[src/spq_pkg.sv]
// ----------------------------------------------------------------------------
// Sorted priority queue package
// Shared types, codes and defaults for the sorted priority queue.
// ----------------------------------------------------------------------------
package spq_pkg;

  localparam int unsigned DefaultDepth = 16;
  localparam int unsigned DataW        = 32;
  localparam int unsigned StatusW      = 2;
  localparam int unsigned CountOutW    = 5;

  localparam logic KindInsert = 1'b0;
  localparam logic KindRemove = 1'b1;

  localparam logic [StatusW-1:0] StatusDone      = 2'd0;
  localparam logic [StatusW-1:0] StatusFull      = 2'd1;
  localparam logic [StatusW-1:0] StatusEmptyRead = 2'd2;

  typedef struct packed {
    logic signed [DataW-1:0] value;
    logic signed [DataW-1:0] prio;
  } entry_t;

  typedef struct packed {
    logic ins;
    logic rem;
  } cell_ctrl_t;

endpackage

[src/spq_cell.sv]
// ----------------------------------------------------------------------------
// Sorted priority queue cell
// One slot of the sorted chain. On insert it keeps its entry, takes the new
// entry or takes its upper neighbour's entry; on remove it takes the entry
// of its lower neighbour.
// ----------------------------------------------------------------------------
module spq_cell (
  input  logic               clk_i,
  input  spq_pkg::cell_ctrl_t ctrl_i,
  input  spq_pkg::entry_t    new_entry_i,
  input  logic               occupied_i,
  input  logic               take_prev_i,
  input  spq_pkg::entry_t    prev_entry_i,
  input  spq_pkg::entry_t    next_entry_i,
  output logic               take_o,
  output spq_pkg::entry_t    entry_o,
  output spq_pkg::entry_t    entry_d_o
);
  import spq_pkg::*;

  entry_t entry_q, entry_d;

  assign take_o = !occupied_i || (entry_q.prio <= new_entry_i.prio);

  always_comb begin
    entry_d = entry_q;
    if (ctrl_i.ins) begin
      if (take_prev_i) begin
        entry_d = prev_entry_i;
      end else if (take_o) begin
        entry_d = new_entry_i;
      end
    end else if (ctrl_i.rem) begin
      entry_d = next_entry_i;
    end
  end

  always_ff @(posedge clk_i) begin
    entry_q <= entry_d;
  end

  assign entry_o   = entry_q;
  assign entry_d_o = entry_d;

endmodule

[src/sorted_priority_queue.sv]
// ----------------------------------------------------------------------------
// Sorted priority queue
// Holds up to Depth entries in descending priority order in a chain of cells.
// ----------------------------------------------------------------------------
// Each transaction is either an insert or a remove of the front entry and
// yields one result transaction. The block takes one transaction per cycle:
// every cell compares its priority with the new one in parallel and the whole
// chain shifts together, and the result is held in an output register
// so a new transaction is taken whenever that register is empty or is being
// read in the same cycle. A new entry goes ahead of the first entry whose
// priority is less than or equal to its own. Inserts into a full queue are
// rejected with status full and removes from an empty queue report status
// empty with zero removed fields. No clearing pass is needed after reset.
module sorted_priority_queue #(
  parameter int unsigned Depth = spq_pkg::DefaultDepth
) (
  input  logic                                  clk_i,
  input  logic                                  rst_ni,
  input  logic                                  valid_i,
  output logic                                  ready_o,
  input  logic                                  kind_i,
  input  logic signed [spq_pkg::DataW-1:0]      item_value_i,
  input  logic signed [spq_pkg::DataW-1:0]      item_priority_i,
  output logic                                  valid_o,
  input  logic                                  ready_i,
  output logic [spq_pkg::StatusW-1:0]           status_o,
  output logic signed [spq_pkg::DataW-1:0]      removed_value_o,
  output logic signed [spq_pkg::DataW-1:0]      removed_priority_o,
  output logic                                  front_valid_o,
  output logic signed [spq_pkg::DataW-1:0]      front_value_o,
  output logic signed [spq_pkg::DataW-1:0]      front_priority_o,
  output logic [spq_pkg::CountOutW-1:0]         entry_count_o
);
  import spq_pkg::*;

  localparam int unsigned CntW = $clog2(Depth + 1);

  logic [CntW-1:0] count_q, count_d;
  logic            accept, full, empty;
  cell_ctrl_t      ctrl;
  entry_t          new_entry;
  entry_t          zero_entry;

  logic   [Depth:0]   take;
  entry_t [Depth-1:0] cell_q;
  entry_t [Depth-1:0] cell_d;

  logic                   out_valid_q;
  logic [StatusW-1:0]     status_q, status_d;
  entry_t                 removed_q, removed_d;
  entry_t                 front_q, front_d;
  logic                   front_valid_q;
  logic [CntW-1:0]        count_out_q;
  logic [CntW+CountOutW-1:0] count_ext;

  assign ready_o   = !out_valid_q || ready_i;
  assign accept    = valid_i && ready_o;
  assign full      = (count_q == CntW'(Depth));
  assign empty     = (count_q == '0);
  assign ctrl.ins  = accept && (kind_i == KindInsert) && !full;
  assign ctrl.rem  = accept && (kind_i == KindRemove) && !empty;
  assign new_entry = '{value: item_value_i, prio: item_priority_i};
  assign zero_entry = '0;

  assign take[0] = 1'b0;

  for (genvar i = 0; i < Depth; i++) begin : g_cell
    entry_t prev_e, next_e;
    if (i == 0) begin : g_first
      assign prev_e = zero_entry;
    end else begin : g_mid
      assign prev_e = cell_q[i-1];
    end
    if (i == Depth - 1) begin : g_last
      assign next_e = zero_entry;
    end else begin : g_inner
      assign next_e = cell_q[i+1];
    end
    spq_cell u_cell (
      .clk_i        (clk_i),
      .ctrl_i       (ctrl),
      .new_entry_i  (new_entry),
      .occupied_i   (CntW'(i) < count_q),
      .take_prev_i  (take[i]),
      .prev_entry_i (prev_e),
      .next_entry_i (next_e),
      .take_o       (take[i+1]),
      .entry_o      (cell_q[i]),
      .entry_d_o    (cell_d[i])
    );
  end

  always_comb begin
    count_d   = count_q;
    status_d  = StatusDone;
    removed_d = zero_entry;
    if (kind_i == KindInsert) begin
      if (full) begin
        status_d = StatusFull;
      end else begin
        count_d = count_q + CntW'(1);
      end
    end else begin
      if (empty) begin
        status_d = StatusEmptyRead;
      end else begin
        count_d   = count_q - CntW'(1);
        removed_d = cell_q[0];
      end
    end
    front_d = (count_d != '0) ? cell_d[0] : zero_entry;
  end

  always_ff @(posedge clk_i or negedge rst_ni) begin
    if (!rst_ni) begin
      count_q     <= '0;
      out_valid_q <= 1'b0;
    end else begin
      if (accept) begin
        count_q     <= count_d;
        out_valid_q <= 1'b1;
      end else if (ready_i) begin
        out_valid_q <= 1'b0;
      end
    end
  end

  always_ff @(posedge clk_i) begin
    if (accept) begin
      status_q      <= status_d;
      removed_q     <= removed_d;
      front_q       <= front_d;
      front_valid_q <= (count_d != '0);
      count_out_q   <= count_d;
    end
  end

  assign count_ext = {{CountOutW{1'b0}}, count_out_q};

  assign valid_o            = out_valid_q;
  assign status_o           = status_q;
  assign removed_value_o    = removed_q.value;
  assign removed_priority_o = removed_q.prio;
  assign front_valid_o      = front_valid_q;
  assign front_value_o      = front_q.value;
  assign front_priority_o   = front_q.prio;
  assign entry_count_o      = count_ext[CountOutW-1:0];

endmodule
[config.mk]
export PLATFORM = sky130hd
export DESIGN_NAME = sorted_priority_queue
export DESIGN_NICKNAME = d
export VERILOG_FILES = /design/src/spq_pkg.sv /design/src/spq_cell.sv /design/src/sorted_priority_queue.sv
export SDC_FILE = /design/constraint.sdc
export NUM_CORES = 2
export LEC_CHECK = 0
export BUFFER_PORTS_ARGS = -buffer_cell sky130_fd_sc_hd__buf_2
export CAP_MARGIN = 30
export CORE_MARGIN = 1.5
export CORE_UTILIZATION = 45
export CTS_CLUSTER_SIZE = 12
export DETAILED_ROUTE_END_ITERATION = 8
export GPL_TIMING_DRIVEN = 0
export SYNTH_ARGS = -nofsm -noshare
export SYNTH_HDL_FRONTEND = slang
export SYNTH_SLANG_ARGS = --single-unit
[constraint.sdc]
create_clock -name clk_i -period 27.6 [get_ports clk_i]
set_clock_uncertainty 0.2 [all_clocks]
set_input_delay 1.38 -clock clk_i [delete_from_list [all_inputs] [get_ports clk_i]]
set_output_delay 1.38 -clock clk_i [all_outputs]
set_load 0.02 [all_outputs]
==> impl_metrics.py <==
metrics = {
    "pwr": {
        "ir_drop_mv": 0.06939,
        "p_leak_nw": 29.98,
        "p_per_area_nw_per_um2": 90.28,
    },
    "sta": {
        "final_max_slew_viol_count": 0,
        "relSlewSlack_pct": 22.59,
        "grt_setup_unrepaired": "false",
        "finalSetupTns_ns": 0,
        "tightest_slew_ns": 1.152,
        "fmax_mhz": 134.5,
        "fin_crit_sh_pct": 26.93,
        "period_minus_slack_ns": 7.433,
        "finalSetupViolCount": 0,
        "finalHoldViolations": 0,
    },
    "cts": {
        "clk_latency_ns": 0.80,
        "cts_post_setup_buffers_inserted": 0,
        "root_buffer": "clkbuf_16",
        "numCtsBuffers": 137,
        "postCtsHoldBufs": 0,
        "clock_path_buffers": 3,
        "cts_htree_levels": 4,
        "cts_sinks": 1166,
        "cts_tree": "yes",
        "cts.repair.resized": 0,
        "clk_pin_slew_ns": 0.06,
    },
    "synthesis": {
        "synthAdderAreaFrac_pct": 9.470,
        "syn_nets": 7078,
        "yosysUniqueCellTypes": 71,
        "synth_enable_flop_cells": 1096,
        "synth_area_um2": 68040,
        "yosys_warnings": 0,
        "synth_compound_area_share_pct": 15.15,
        "syn_avg_cell_area_um2": 10.48,
        "syn_inst": 6494,
        "synth_mux_area_share_pct": 7.696,
        "synth_top_family_by_area": "compound AO/OA/AOI/OAI gates",
        "synth-seq-area-share_pct": 50.47,
        "synth_xor_area_share_pct": 0.03862,
        "yosys.area_share.simple_pct": 13.36,
        "async_reset_ff_share_pct": 0.5146,
        "ys_ff_latch": 1166,
        "synth-main-ff-cell": "edfxtp_1",
    },
    "final_layout": {
        "final_nets": 7469,
        "fill_cells": 13857,
        "final_layout_size_suffix_gt1_share_pct": 9.480,
        "areaGrowthSynthToFinish_pct": 13.83,
        "instances_no_fill": 9016,
    },
    "worst_setup_path": {
        "cp-end-kind": "flop",
        "worstSetupStartpointType": "input pin",
        "worstSetupPathType": "input pin to flop",
        "crit_slowest_cell": "inv_1",
        "critPathTopFamily": "buffers and inverters",
        "worstPathCellList": "buf_2 -> clkbuf_1 -> inv_1 -> ha_1 -> nand2_1 -> nor4_1 -> a21boi_1 -> o32a_1 -> mux2i_1 -> a311o_1 -> clkbuf_1 -> buf_8 -> clkbuf_1 -> nor3_1 -> nor2_4 -> buf_12",
        "crit_top_cell": "clkbuf_1",
        "worst_path_largest_cell_delay_ns": 0.66,
        "worstPathRequired_ns": 27.88,
        "path_buf_inv": 7,
        "cp_data_arrival_time_ns": 7.71,
        "crit_fanout": 25,
    },
    "route": {
        "highest_layer": "met5",
        "dr.pass1.iters": 7,
        "vias": 57560,
        "drtIter0Drc": 6690,
        "met3WireLength_mm": 29.71,
        "antenna_left": 0,
        "routed_wl_mm": 277.2,
        "post_drt_wl_per_cell_um": 30.75,
        "wl_met1_mm": 110.3,
        "routed-wl-met2_mm": 123.8,
        "drc": 0,
        "via_per_inst": 6.384,
    },
    "floorplanning": {
        "die_w_um": 391.8,
        "initial_core_util_pct": 45.37,
        "row_count": 142,
        "ioPinCount": 207,
        "core_um2": 150000,
        "die_h_um": 391.8,
        "die_area_um2": 153500,
    },
    "global_routing": {
        "track_usage_pct": 35.51,
        "antenna_found_initial": 16,
        "grt_pass1_vias": 55870,
        "grt_pass1_wl_mm": 392.1,
        "grt-ovfl-total": 0,
        "grt_max_degree": 63,
    },
    "min_path": {
        "hold_path.class": "input pin to asynchronous set/reset pin",
    },
    "place": {
        "post-place-cells": 8760,
        "place_hpwl_mm": 216.3,
        "io_buffers": 174,
        "place_congestion": 1.007,
    },
    "outcome": {
        "status": "complete, no violations",
    },
    "flow_run": {
        "drv_cap": 0,
    },
}
==> worst paths after layout <==
path | start | to | slack [ns] | cells after the start
hold / removal | rst_ni | valid_o | 0.25 | 1
setup reg to reg | g_cell[3].u_cell.entry_o[31] | g_cell[4].u_cell.entry_o[36] | 21.64 | 11
min in group clk_i | g_cell[15].u_cell.entry_o[61] | g_cell[14].u_cell.entry_o[61] | 0.33 | 2
hold reg to reg | g_cell[15].u_cell.entry_o[61] | g_cell[14].u_cell.entry_o[61] | 0.33 | 2
setup / recovery | item_priority_i[7] | g_cell[9].u_cell.entry_o[30] | 20.17 | 16
max in group asynchronous | rst_ni | count_q[3] | 26.72 | 1
==> per-layer routing <==
metal	track usage [%]	up-vias
met2	55.07	3059
met4	16.22	8
met3	9.513	512
met1	46.26	28595
met5	0	-
li1	-	25386
==> synthesized netlist by cell type, drive strengths merged, types with 8 or more instances <==
library cell / number / area (um^2)
edfxtp: 1096 / 32910
nand2: 1071 / 4020
o21ai: 583 / 2918
mux2i: 516 / 5169
ha: 515 / 6444
nand3: 493 / 2467
o211ai: 401 / 3010
a21oi: 386 / 1932
clkbuf: 334 / 1254
buf: 183 / 1084
a211oi: 151 / 1134
nor2: 125 / 469.2
nand4: 82 / 513.0
inv: 69 / 259.0
and3: 68 / 425.4
and2: 67 / 419.2
dfxtp: 64 / 1281
a21o: 61 / 457.9
and4: 26 / 227.7
nor2b: 26 / 162.7
nor3: 25 / 130.1
nor4: 16 / 106.4
a31oi: 15 / 93.84
a2111oi: 8 / 85.08
o21a: 8 / 60.06
==> report_power, final <==
part / switching [mW] / internal (mW) / total, mW
sequential: 0.202 / 2.31 / 2.51
combinational: 1.80 / 0.847 / 2.65
clock: 0.801 / 1.03 / 1.83
total: 2.81 / 4.19 / 6.99
==> metrics by stage <==
stage	hold slack, ns	utilization (%)	setup WS [ns]	instance area, um^2	power (mW)
3_3_place_gp	0.3032	47.64	8.098	71430	5.048
2_1_floorplan	0.2963	-	16.37	68040	4.091
6_report	0.2499	51.65	20.17	77450	6.992
4_1_cts	0.2056	51.63	20.36	77420	6.935
5_1_grt	0.2273	51.64	20.13	77440	7.223
3_5_place_dp	0.3188	48.69	19.54	73020	5.125
==> flip-flops by register name (all words and copies together), names as in the netlist <==
signal and flops:
count_q 5, status_o 2, valid_o 1, entry_count_o 5, g_cell.u_cell.entry_o 1024, front_valid_o 1, front_priority_o 32, removed_priority_o 32
front_value_o 32, removed_value_o 32
==> area by class of cell <==
class	count	area, um^2	share of cell area, %
Timing Repair Buffer	252	2277	2.940
Clock inverter	54	491.7	0.6349
Tap cell	2016	2522	3.257
Buffer	517	2360	3.047
Inverter	69	259.0	0.3344
Clock buffer	194	3908	5.045
Multi-Input combinational cell	4742	31280	40.38
Sequential cell	1166	34340	44.34
Antenna cell	6	15.01	0.01939
==> placed cells by master, fill, tap and decap left out, types with 68 or more instances in the layout <==
cell	instances
a211oi_1	151
and3_1	68
nor2_1	119
o21ai_0	300
nand3_1	493
o211ai_1	401
inv_1	69
clkbuf_1	353
edfxtp_1	1096
mux2i_1	515
buf_2	303
ha_1	515
nand2_1	1071
nand4_1	82
a21oi_1	383
o21ai_1	283
clkbuf_16	141
==> kinds of logic after synthesis <==
family | after synthesis
muxes | 522
AOI/OAI and AO/OA | 1683
xor gates and xnor gates | 3
and+or+nand+nor | 2019
buffers and inverters | 586
DFF | 1166
adders and majority gates | 515
==> worst register-to-register path, delay by kind of cell (launching register included) <==
| family | cells | cell delay (ns) |
|---|---|---|
| adders and majority gates | 1 | 0.53 |
| AOI/OAI and AO/OA | 1 | 0.12 |
| DFF | 1 | 0.45 |
| buffers and inverters | 3 | 1.48 |
| muxes | 1 | 0.40 |
| and+or+nand+nor | 5 | 2.41 |
(Power assumes the default switching activity.)
